## config.mk

```make
export PLATFORM = sky130hd
export DESIGN_NAME = aimd_congestion_window_core_flat
export DESIGN_NICKNAME = d
export VERILOG_FILES = /design/src/rtl/aimdcw_pkg.sv /design/src/rtl/aimdcw_if.sv /design/src/rtl/aimd_congestion_window_core.sv /design/src/rtl/aimdcw_regs.sv /design/src/rtl/aimdcw_update.sv /design/src/rtl/aimdcw_top_note.sv /design/src/flat_wrapper.sv
export SDC_FILE = /design/constraint.sdc
export NUM_CORES = 2
export LEC_CHECK = 0
export ABC_AREA = 1
export BUFFER_PORTS_ARGS = -buffer_cell sky130_fd_sc_hd__buf_2
export CAP_MARGIN = 40
export CORE_MARGIN = 2
export CORE_UTILIZATION = 30
export CTS_CLUSTER_DIAMETER = 120
export DETAILED_ROUTE_END_ITERATION = 8
export HOLD_SLACK_MARGIN = 0.03
export PLACE_DENSITY_LB_ADDON = 0.15
export SYNTH_ARGS = -nofsm -noshare
export SYNTH_HDL_FRONTEND = slang
export SYNTH_SLANG_ARGS = --single-unit
export TNS_END_PERCENT = 1
```

## constraint.sdc

```tcl
create_clock -name i_clk -period 19.9 [get_ports i_clk]
set_input_delay 1.99 -clock i_clk [delete_from_list [all_inputs] [get_ports i_clk]]
set_output_delay 1.99 -clock i_clk [all_outputs]
set_load 0.005 [all_outputs]
```

## src/rtl/aimdcw_pkg.sv

```systemverilog
// Package for the AIMD congestion window core: event codes, register map,
// reset values, the config and state structs, min/max and saturating-add helpers.
// No dependencies.
`timescale 1ns / 1ps
`default_nettype none

package aimdcw_pkg;

    localparam int unsigned WORD_W = 32;
    localparam int unsigned MSS_W = 16;
    localparam int unsigned ADDR_W = 5;

    typedef enum logic [1:0] {
        ACT_INIT    = 2'd0,
        ACT_ACK     = 2'd1,
        ACT_LOSS    = 2'd2,
        ACT_TIMEOUT = 2'd3
    } t_action;

    typedef enum logic [2:0] {
        REG_MSS          = 3'd0,
        REG_WINDOW_LIMIT = 3'd1,
        REG_MIN_WINDOW   = 3'd2,
        REG_INIT_WINDOW  = 3'd3,
        REG_INIT_THRESH  = 3'd4,
        REG_PACING_RATE  = 3'd5
    } t_reg_idx;

    localparam logic [MSS_W-1:0]  RST_MSS          = 16'd1460;
    localparam logic [WORD_W-1:0] RST_WINDOW_LIMIT = 32'hFFFF_FFFF;
    localparam logic [WORD_W-1:0] RST_MIN_WINDOW   = 32'd2920;
    localparam logic [WORD_W-1:0] RST_INIT_WINDOW  = 32'd14600;
    localparam logic [WORD_W-1:0] RST_INIT_THRESH  = 32'hFFFF_FFFF;
    localparam logic [WORD_W-1:0] RST_PACING_RATE  = 32'd0;

    localparam logic STATUS_OK       = 1'b0;
    localparam logic STATUS_REJECTED = 1'b1;

    typedef struct packed {
        logic [MSS_W-1:0]  mss;
        logic [WORD_W-1:0] window_limit;
        logic [WORD_W-1:0] min_window;
        logic [WORD_W-1:0] initial_window;
        logic [WORD_W-1:0] initial_threshold;
        logic [WORD_W-1:0] pacing_rate;
    } t_cfg;

    typedef struct packed {
        logic [WORD_W-1:0] cwnd;
        logic [WORD_W-1:0] ssthresh;
        logic [WORD_W-1:0] avoid_accum;
        logic [WORD_W-1:0] floor_window;
    } t_state;

    function automatic logic [WORD_W-1:0] f_umin(input logic [WORD_W-1:0] a,
                                                 input logic [WORD_W-1:0] b);
        return (a < b) ? a : b;
    endfunction

    function automatic logic [WORD_W-1:0] f_umax(input logic [WORD_W-1:0] a,
                                                 input logic [WORD_W-1:0] b);
        return (a > b) ? a : b;
    endfunction

    function automatic logic [WORD_W-1:0] f_sat_add(input logic [WORD_W-1:0] a,
                                                    input logic [WORD_W-1:0] b);
        logic [WORD_W:0] s;
        s = {1'b0, a} + {1'b0, b};
        return s[WORD_W] ? {WORD_W{1'b1}} : s[WORD_W-1:0];
    endfunction

endpackage

`default_nettype wire

```

## src/rtl/aimdcw_if.sv

```systemverilog
// Valid/ready channel interfaces for the event and result streams.
// Depends on aimdcw_pkg for the field widths.
`timescale 1ns / 1ps
`default_nettype none

interface aimdcw_in_if
    import aimdcw_pkg::*;
();
    logic              valid;
    logic              ready;
    logic [1:0]        action;
    logic [WORD_W-1:0] bytes_acked;
    logic [WORD_W-1:0] send_window;

    modport source (output valid, action, bytes_acked, send_window, input ready);
    modport sink (input valid, action, bytes_acked, send_window, output ready);
endinterface

interface aimdcw_out_if
    import aimdcw_pkg::*;
();
    logic              valid;
    logic              ready;
    logic              status;
    logic [WORD_W-1:0] cwnd_out;
    logic [WORD_W-1:0] ssthresh_out;
    logic [WORD_W-1:0] pacing_out;

    modport source (output valid, status, cwnd_out, ssthresh_out, pacing_out, input ready);
    modport sink (input valid, status, cwnd_out, ssthresh_out, pacing_out, output ready);
endinterface

`default_nettype wire

```

## src/rtl/aimd_congestion_window_core.sv

```systemverilog
// Top level of the AIMD congestion window core: input register, window state and update.
// Depends on aimdcw_pkg, aimdcw_if, aimdcw_regs, aimdcw_update and aimdcw_result_reg.
//
//   Channel   Direction  Handshake         Contents
//   i_ev      in         valid/ready       action, bytes_acked, send_window
//   o_res     out        valid/ready       status, cwnd_out, ssthresh_out, pacing_out
//   APB       in/out     psel/penable      six configuration registers on a 32-bit bus
//
// Each event is held in the input register and is then applied to the window
// state in the same cycle as its result is loaded into the result register.
// One event is accepted every cycle unless the output stalls.
// The synchronous reset clears the window state and both stage valid flags.
// A stalled output holds the result register and then the input register; i_ev.ready
// falls only when both are full.
`timescale 1ns / 1ps
`default_nettype none

module aimd_congestion_window_core
    import aimdcw_pkg::*;
(
    input  wire logic              i_clk,
    input  wire logic              i_rst_n,
    aimdcw_in_if.sink              i_ev,
    aimdcw_out_if.source           o_res,
    input  wire logic              psel,
    input  wire logic              penable,
    input  wire logic              pwrite,
    input  wire logic [ADDR_W-1:0] paddr,
    input  wire logic [WORD_W-1:0] pwdata,
    output logic      [WORD_W-1:0] prdata,
    output logic                   pready
);

    t_cfg              cfg;
    t_state            r_state;
    t_state            n_state;
    logic              n_status;
    logic              r_in_valid;
    logic [1:0]        r_in_action;
    logic [WORD_W-1:0] r_in_acked;
    logic [WORD_W-1:0] r_in_sendw;
    logic              out_free;
    logic              fire;

    aimdcw_regs u_regs (
        .i_clk   (i_clk),
        .i_rst_n (i_rst_n),
        .psel    (psel),
        .penable (penable),
        .pwrite  (pwrite),
        .paddr   (paddr),
        .pwdata  (pwdata),
        .prdata  (prdata),
        .pready  (pready),
        .o_cfg   (cfg)
    );

    assign fire       = r_in_valid && out_free;
    assign i_ev.ready = !r_in_valid || out_free;

    always_ff @(posedge i_clk) begin
        if (!i_rst_n) begin
            r_in_valid <= 1'b0;
        end else if (i_ev.ready) begin
            r_in_valid <= i_ev.valid;
        end
    end

    always_ff @(posedge i_clk) begin
        if (i_ev.valid && i_ev.ready) begin
            r_in_action <= i_ev.action;
            r_in_acked  <= i_ev.bytes_acked;
            r_in_sendw  <= i_ev.send_window;
        end
    end

    aimdcw_update u_update (
        .i_cfg         (cfg),
        .i_state       (r_state),
        .i_action      (t_action'(r_in_action)),
        .i_bytes_acked (r_in_acked),
        .i_send_window (r_in_sendw),
        .o_state       (n_state),
        .o_status      (n_status)
    );

    always_ff @(posedge i_clk) begin
        if (!i_rst_n) begin
            r_state <= '0;
        end else if (fire) begin
            r_state <= n_state;
        end
    end

    aimdcw_result_reg u_result (
        .i_clk      (i_clk),
        .i_rst_n    (i_rst_n),
        .i_load     (r_in_valid),
        .i_status   (n_status),
        .i_cwnd     (n_state.cwnd),
        .i_ssthresh (n_state.ssthresh),
        .i_pacing   (cfg.pacing_rate),
        .o_free     (out_free),
        .o_res      (o_res)
    );

endmodule

`default_nettype wire

```

## src/rtl/aimdcw_regs.sv

```systemverilog
// APB-style configuration register bank of the congestion window core.
// Depends on aimdcw_pkg for the register map, reset values and t_cfg.
`timescale 1ns / 1ps
`default_nettype none

module aimdcw_regs
    import aimdcw_pkg::*;
(
    input  wire logic              i_clk,
    input  wire logic              i_rst_n,
    input  wire logic              psel,
    input  wire logic              penable,
    input  wire logic              pwrite,
    input  wire logic [ADDR_W-1:0] paddr,
    input  wire logic [WORD_W-1:0] pwdata,
    output logic      [WORD_W-1:0] prdata,
    output logic                   pready,
    output t_cfg                   o_cfg
);

    t_cfg     r_cfg;
    logic     wr_en;
    t_reg_idx idx;

    assign pready = 1'b1;
    assign wr_en  = psel && penable && pwrite;
    assign idx    = t_reg_idx'(paddr[ADDR_W-1:2]);

    always_ff @(posedge i_clk) begin
        if (!i_rst_n) begin
            r_cfg.mss               <= RST_MSS;
            r_cfg.window_limit      <= RST_WINDOW_LIMIT;
            r_cfg.min_window        <= RST_MIN_WINDOW;
            r_cfg.initial_window    <= RST_INIT_WINDOW;
            r_cfg.initial_threshold <= RST_INIT_THRESH;
            r_cfg.pacing_rate       <= RST_PACING_RATE;
        end else if (wr_en) begin
            case (idx)
                REG_MSS:          r_cfg.mss               <= pwdata[MSS_W-1:0];
                REG_WINDOW_LIMIT: r_cfg.window_limit      <= pwdata;
                REG_MIN_WINDOW:   r_cfg.min_window        <= pwdata;
                REG_INIT_WINDOW:  r_cfg.initial_window    <= pwdata;
                REG_INIT_THRESH:  r_cfg.initial_threshold <= pwdata;
                REG_PACING_RATE:  r_cfg.pacing_rate       <= pwdata;
                default: begin
                end
            endcase
        end
    end

    always_comb begin
        case (idx)
            REG_MSS:          prdata = {{(WORD_W-MSS_W){1'b0}}, r_cfg.mss};
            REG_WINDOW_LIMIT: prdata = r_cfg.window_limit;
            REG_MIN_WINDOW:   prdata = r_cfg.min_window;
            REG_INIT_WINDOW:  prdata = r_cfg.initial_window;
            REG_INIT_THRESH:  prdata = r_cfg.initial_threshold;
            REG_PACING_RATE:  prdata = r_cfg.pacing_rate;
            default:          prdata = '0;
        endcase
    end

    assign o_cfg = r_cfg;

endmodule

`default_nettype wire

```

## src/rtl/aimdcw_update.sv

```systemverilog
// Single-pass window update: computes the next window state and status for one event.
// Depends on aimdcw_pkg for t_cfg, t_state, t_action and the saturating helpers.
`timescale 1ns / 1ps
`default_nettype none

module aimdcw_update
    import aimdcw_pkg::*;
(
    input  wire t_cfg              i_cfg,
    input  wire t_state            i_state,
    input  wire t_action           i_action,
    input  wire logic [WORD_W-1:0] i_bytes_acked,
    input  wire logic [WORD_W-1:0] i_send_window,
    output t_state                 o_state,
    output logic                   o_status
);

    logic [WORD_W-1:0] mss_w;
    logic [WORD_W-1:0] dbl_mss;
    logic [WORD_W-1:0] eff_min;
    logic [WORD_W-1:0] cut_ss;
    logic [WORD_W-1:0] ack_cwnd;
    logic [WORD_W-1:0] acc_sum;
    logic              init_bad;

    assign mss_w   = {{(WORD_W-MSS_W){1'b0}}, i_cfg.mss};
    assign dbl_mss = (mss_w > (i_cfg.window_limit >> 1)) ? i_cfg.window_limit
                                                          : {mss_w[WORD_W-2:0], 1'b0};
    assign eff_min = f_umin(f_umax(i_state.floor_window, mss_w), i_cfg.window_limit);
    assign cut_ss  = f_umin(f_umax(f_umin(i_state.cwnd, i_send_window) >> 1, dbl_mss),
                            i_cfg.window_limit);
    assign ack_cwnd = (i_state.cwnd < eff_min) ? eff_min : i_state.cwnd;
    assign acc_sum  = f_sat_add(i_state.avoid_accum, i_bytes_acked);

    assign init_bad = (i_cfg.initial_window < mss_w) ||
                      (i_cfg.min_window < mss_w) ||
                      (i_cfg.initial_window < i_cfg.min_window) ||
                      (i_cfg.initial_threshold < dbl_mss) ||
                      (i_cfg.initial_window > i_cfg.window_limit) ||
                      (i_cfg.initial_threshold > i_cfg.window_limit) ||
                      (i_cfg.min_window > i_cfg.window_limit);

    always_comb begin
        o_state  = i_state;
        o_status = STATUS_OK;
        case (i_action)
            ACT_INIT: begin
                if (init_bad) begin
                    o_status = STATUS_REJECTED;
                end else begin
                    o_state.cwnd         = i_cfg.initial_window;
                    o_state.ssthresh     = i_cfg.initial_threshold;
                    o_state.avoid_accum  = '0;
                    o_state.floor_window = i_cfg.min_window;
                end
            end
            ACT_ACK: begin
                if (ack_cwnd < i_state.ssthresh) begin
                    o_state.cwnd = f_umin(f_sat_add(ack_cwnd, f_umin(i_bytes_acked, dbl_mss)),
                                          i_cfg.window_limit);
                end else if (acc_sum >= ack_cwnd) begin
                    o_state.avoid_accum = acc_sum - ack_cwnd;
                    o_state.cwnd = f_umin(f_sat_add(ack_cwnd, mss_w), i_cfg.window_limit);
                end else begin
                    o_state.avoid_accum = acc_sum;
                    o_state.cwnd        = ack_cwnd;
                end
            end
            ACT_LOSS: begin
                o_state.ssthresh    = cut_ss;
                o_state.cwnd        = f_umin(f_umax(cut_ss, eff_min), i_cfg.window_limit);
                o_state.avoid_accum = '0;
            end
            ACT_TIMEOUT: begin
                o_state.ssthresh    = cut_ss;
                o_state.cwnd        = eff_min;
                o_state.avoid_accum = '0;
            end
            default: begin
            end
        endcase
    end

endmodule

`default_nettype wire

```

## src/rtl/aimdcw_top_note.sv

```systemverilog
// Result register stage: holds one finished result and hands it to the output channel.
// Depends on aimdcw_pkg for the field widths.
`timescale 1ns / 1ps
`default_nettype none

module aimdcw_result_reg
    import aimdcw_pkg::*;
(
    input  wire logic              i_clk,
    input  wire logic              i_rst_n,
    input  wire logic              i_load,
    input  wire logic              i_status,
    input  wire logic [WORD_W-1:0] i_cwnd,
    input  wire logic [WORD_W-1:0] i_ssthresh,
    input  wire logic [WORD_W-1:0] i_pacing,
    output logic                   o_free,
    aimdcw_out_if.source           o_res
);

    logic              r_valid;
    logic              r_status;
    logic [WORD_W-1:0] r_cwnd;
    logic [WORD_W-1:0] r_ssthresh;
    logic [WORD_W-1:0] r_pacing;

    assign o_free = !r_valid || o_res.ready;

    always_ff @(posedge i_clk) begin
        if (!i_rst_n) begin
            r_valid <= 1'b0;
        end else if (o_free) begin
            r_valid <= i_load;
        end
    end

    always_ff @(posedge i_clk) begin
        if (i_load && o_free) begin
            r_status   <= i_status;
            r_cwnd     <= i_cwnd;
            r_ssthresh <= i_ssthresh;
            r_pacing   <= i_pacing;
        end
    end

    assign o_res.valid        = r_valid;
    assign o_res.status       = r_status;
    assign o_res.cwnd_out     = r_cwnd;
    assign o_res.ssthresh_out = r_ssthresh;
    assign o_res.pacing_out   = r_pacing;

endmodule

`default_nettype wire

```

## src/flat_wrapper.sv

```systemverilog
// flat-port wrapper written by rule: the top's interface ports become plain ports
module aimd_congestion_window_core_flat import aimdcw_pkg::*;
  (i_clk, i_rst_n, psel, penable, pwrite, paddr, pwdata, prdata, pready, i_ev_valid, i_ev_action, i_ev_bytes_acked, i_ev_send_window, i_ev_ready, o_res_valid, o_res_status, o_res_cwnd_out, o_res_ssthresh_out, o_res_pacing_out, o_res_ready);
  aimdcw_in_if i_ev_i ();
  aimdcw_out_if o_res_i ();
  input  wire logic i_clk;
  input  wire logic i_rst_n;
  input  wire logic psel;
  input  wire logic penable;
  input  wire logic pwrite;
  input  wire logic [ADDR_W-1:0] paddr;
  input  wire logic [WORD_W-1:0] pwdata;
  output logic      [WORD_W-1:0] prdata;
  output logic pready;
  input wire logic [$bits(i_ev_i.valid)-1:0] i_ev_valid;
  input wire logic [$bits(i_ev_i.action)-1:0] i_ev_action;
  input wire logic [$bits(i_ev_i.bytes_acked)-1:0] i_ev_bytes_acked;
  input wire logic [$bits(i_ev_i.send_window)-1:0] i_ev_send_window;
  output wire logic [$bits(i_ev_i.ready)-1:0] i_ev_ready;
  output wire logic [$bits(o_res_i.valid)-1:0] o_res_valid;
  output wire logic [$bits(o_res_i.status)-1:0] o_res_status;
  output wire logic [$bits(o_res_i.cwnd_out)-1:0] o_res_cwnd_out;
  output wire logic [$bits(o_res_i.ssthresh_out)-1:0] o_res_ssthresh_out;
  output wire logic [$bits(o_res_i.pacing_out)-1:0] o_res_pacing_out;
  input wire logic [$bits(o_res_i.ready)-1:0] o_res_ready;
  assign i_ev_i.valid = i_ev_valid;
  assign i_ev_i.action = i_ev_action;
  assign i_ev_i.bytes_acked = i_ev_bytes_acked;
  assign i_ev_i.send_window = i_ev_send_window;
  assign i_ev_ready = i_ev_i.ready;
  assign o_res_valid = o_res_i.valid;
  assign o_res_status = o_res_i.status;
  assign o_res_cwnd_out = o_res_i.cwnd_out;
  assign o_res_ssthresh_out = o_res_i.ssthresh_out;
  assign o_res_pacing_out = o_res_i.pacing_out;
  assign o_res_i.ready = o_res_ready;
  aimd_congestion_window_core u_core (.i_clk(i_clk), .i_rst_n(i_rst_n), .i_ev(i_ev_i), .o_res(o_res_i), .psel(psel), .penable(penable), .pwrite(pwrite), .paddr(paddr), .pwdata(pwdata), .prdata(prdata), .pready(pready));
endmodule
```

==> impl_metrics.yaml <==
place:
  post_dp_cell_area_um2: 45600
  port_buffers: 238
  gp_congestion: 0.9644
  dp_worst_setup_slack_ps: 5073
  place_inst: 7867
  hpwl_um: 139800
sta:
  hold_viol: 0
  period_minus_slack_ps: 15180
  max_slew_margin_pct: 34.14
  layout_worst_path_cycle_share_pct: 76.28
  fmax_mhz: 65.88
  rsz0062_at_grt: "false"
  drv_slew: 0
  setup_violations: 0
  worstMarginPinSlew_ps: 984.3
  finClkSkew_ps: 48.90
  finalWorstSetupSlack_ps: 4721
  tns_ps: 0
yosys:
  synth_flop_cell: "dfxtp_1"
  synth_seq_cells: 469
  synth-async-reset-ratio_pct: 0
  yosysUniqueCellTypes: 66
  syn_inst: 5901
  yosys-mux-area-fraction_pct: 0.02396
  synthAdderAreaFrac_pct: 20.29
  synthSimpleGateAreaFrac_pct: 22.07
  ys_warn_count: 0
  synth_top_family_by_area: "simple AND/OR/NAND/NOR gates"
  netlist_area_um2: 41770
  synth_compound_area_share_pct: 20.87
  synth.avg_cell_area_um2: 7.079
  synth-xor-area-share_pct: 1.803
  synth_edf_count: 163
  synth_seq_area_share_pct: 26.38
worst_hold_path:
  hp-start: "u_core.u_regs.o_cfg[9]$_SDFFE_PN0P_"
  hold_end: "u_core.u_result.o_res.pacing_out[9]$_DFFE_PP_"
  min_path_type: "flop to flop"
  whs_path_depth: 0
worst_setup_path:
  regToRegEndpoint: "u_core.u_result.o_res.cwnd_out[14]$_DFFE_PP_"
  worstPathMaxFanout: 46
  critPathLaunchType: "flop"
  r2r_start: "u_core.u_regs.o_cfg[175]$_SDFFE_PN0P_"
  cp_top_family: "simple AND/OR/NAND/NOR gates"
  rr_worst_depth: 81
  crit_top_cell: "nand2_1"
  crit_slowest_cell: "nor4_1"
  worstPathRequired_ps: 20190
  critPathArrivalTime_ps: 15470
  max_stage_delay_ps: 720
  end_kind: "flop"
  crit_buf_inv: 17
  critical_path_class: "flop to flop"
  r2r_setup_slack_ps: 4720
finish:
  synthToLayoutAreaGrowth_pct: 14.34
  final_area_um2: 47760
  finalCoreUtilization_pct: 34.65
  instances_no_fill: 7984
  fillCellCount: 14920
  drive_gt1_share_pct: 8.984
  nNetsFinal: 6921
power_and_ir_drop:
  power_density_nw_per_um2: 85.42
  power.share.sequential_pct: 27.0
  power.share.switching_pct: 41.57
  static-leakage-power_nw: 23.19
  clkPwrFrac_pct: 30.0
  internal_power_mw: 2.384
  vdd_drop_max_mv: 0.06347
  p_sw_mw: 1.696
  power_frac_comb_pct: 43.0
clock_tree:
  cts_tree: "built"
  clock_latency_ps: 720
  postCtsHoldBufs: 0
  clk_path_buf_depth: 3
  cts_inserted_buffers: 61
  post_cts_buffers: 0
  cts_resized: 0
  root_buffer: "clkbuf_16"
  cts.sinks: 469
  h-tree-depth: 2
  clkTransAtPathRegs_ps: 70
global_route:
  grt_pass1_wl_um: 256800
  globalRouteOverflowTotal: 0
  antenna_found_initial: 1
  grt_max_degree: 91
  grt_pass1_vias: 38710
  grtUsageTotal_pct: 24.07
die:
  die_area_um2: 142200
  start_util_pct: 30.31
  io_pins: 242
  core_area_um2: 137800
  die_w_um: 377.1
  rows: 136
  die_h_um: 377.1
routing:
  vias: 41920
  first_pass_iters: 6
  ant_nets: 0
  wire_per_inst_um: 22.04
  drt-vias-per-instance: 5.251
  first_iter_violations: 3507
  drc: 0
  drt_wl_total_um: 176000
job:
  cap_violations: 0
run_status:
  outcome: "finished clean"
[final cells by class]
class                           instances  area, um^2  share of cell area (%)
Clock buffer                           75        1610                   3.371
Multi-Input combinational cell       4552       27480                   57.53
Antenna cell                            1       2.502                0.005239
Timing Repair Buffer                  380        2322                   4.862
Clock inverter                         41       554.3                   1.160
Tap cell                             1794        2245                   4.700
Inverter                              672        2530                   5.297
Sequential cell                       469       11020                   23.07
[routing by layer]
layer / track usage (%) / part of all wire [%] / vias up
met5: 0 / 0 / -
met4: 7.630 / 3.3 / 0
met3: 2.252 / 5.0 / 224
met2: 40.12 / 46 / 1140
met1: 32.63 / 45 / 19730
li1: - / - / 20830
[flip-flops by register name, indices dropped and copies added, names as in the netlist]
register and cells:
u_core.r_in_valid 1, u_core.u_result.o_res.status 1, u_core.u_result.o_res.pacing_out 32, u_core.r_state 128, u_core.u_result.o_res.ssthresh_out 32, u_core.r_in_sendw 32, u_core.r_in_acked 32, u_core.u_regs.o_cfg 176
u_core.u_result.o_res.cwnd_out 32, u_core.r_in_action 2, u_core.u_result.o_res.valid 1
[per-stage QoR]
stage	power, mW	hold slack [ps]
floorplan	2.332	430.9
global placement	2.830	446.3
detailed placement	2.852	443.8
CTS	4.100	465.3
global route	4.382	482.1
finish	4.080	463.9
[cell usage after synthesis (all sizes together), types with 47 or more instances]
master / n / area, um^2
o21ai: 581 / 2942
nor2: 547 / 2061
a22oi: 74 / 555.5
ha: 671 / 8396
a21oi: 586 / 2940
a221oi: 47 / 411.6
xor2: 47 / 411.6
edfxtp: 163 / 4895
nand4: 98 / 628.1
o211ai: 74 / 555.5
nand3: 278 / 1391
dfxtp: 306 / 6126
inv: 651 / 2444
nand2: 1196 / 4559
clkbuf: 210 / 788.3
[worst max path at each step]
| stage | startpoint | endpoint | slack, ps | cells past startpoint |
|---|---|---|---|---|
| after global routing | u_core.u_regs.o_cfg[175]$_SDFFE_PN0P_ | u_core.u_result.o_res.cwnd_out[14]$_DFFE_PP_ | 3350 | 81 |
| final | u_core.u_regs.o_cfg[175]$_SDFFE_PN0P_ | u_core.u_result.o_res.cwnd_out[14]$_DFFE_PP_ | 4720 | 81 |
| after floorplan | u_core.u_regs.o_cfg[175]$_SDFFE_PN0P_ | u_core.u_result.o_res.cwnd_out[10]$_DFFE_PP_ | 8690 | 83 |
| after global placement | u_core.u_regs.o_cfg[175]$_SDFFE_PN0P_ | u_core.u_result.o_res.cwnd_out[14]$_DFFE_PP_ | 4450 | 79 |
| after detailed placement | u_core.u_regs.o_cfg[175]$_SDFFE_PN0P_ | u_core.u_result.o_res.cwnd_out[14]$_DFFE_PP_ | 5070 | 81 |
| after CTS | u_core.u_regs.o_cfg[175]$_SDFFE_PN0P_ | u_core.u_result.o_res.cwnd_out[14]$_DFFE_PP_ | 4960 | 81 |
[cells in the final DEF, fill, tap and decap left out, types with 14 or more instances in the layout]
master and instances:
nand2_1 1173, ha_1 671, inv_1 636, a21oi_1 582, nor2_1 539, o21ai_0 539, dfxtp_1 306, nand3_1 278
buf_2 244, edfxtp_1 163, buf_4 125, nand4_1 97, o211ai_1 74, a22oi_1 74, clkbuf_16 62, a221oi_1 47
xor2_1 47, conb_1 46, a211oi_1 44, nor3_1 39, xnor2_1 39, o21ai_1 37, clkinv_1 32, nor4_1 26
o221ai_1 23, nand2_2 18, inv_2 14
[power by group through the flow]
stage	sequential (mW)	clock, mW	combinational (mW)
floorplan	1.10	0	1.23
global placement	1.12	0	1.71
detailed placement	1.12	0	1.73
CTS	1.10	1.26	1.74
global route	1.11	1.29	1.99
finish	1.10	1.22	1.75
[logic make-up after synthesis]
group / after synthesis
compound gates: 1528
flops: 469
buf+inv: 924
simple gates: 2216
xor+xnor: 86
fa+ha+maj: 675
other cells: 2
mux: 1
(Power assumes the default switching activity.)
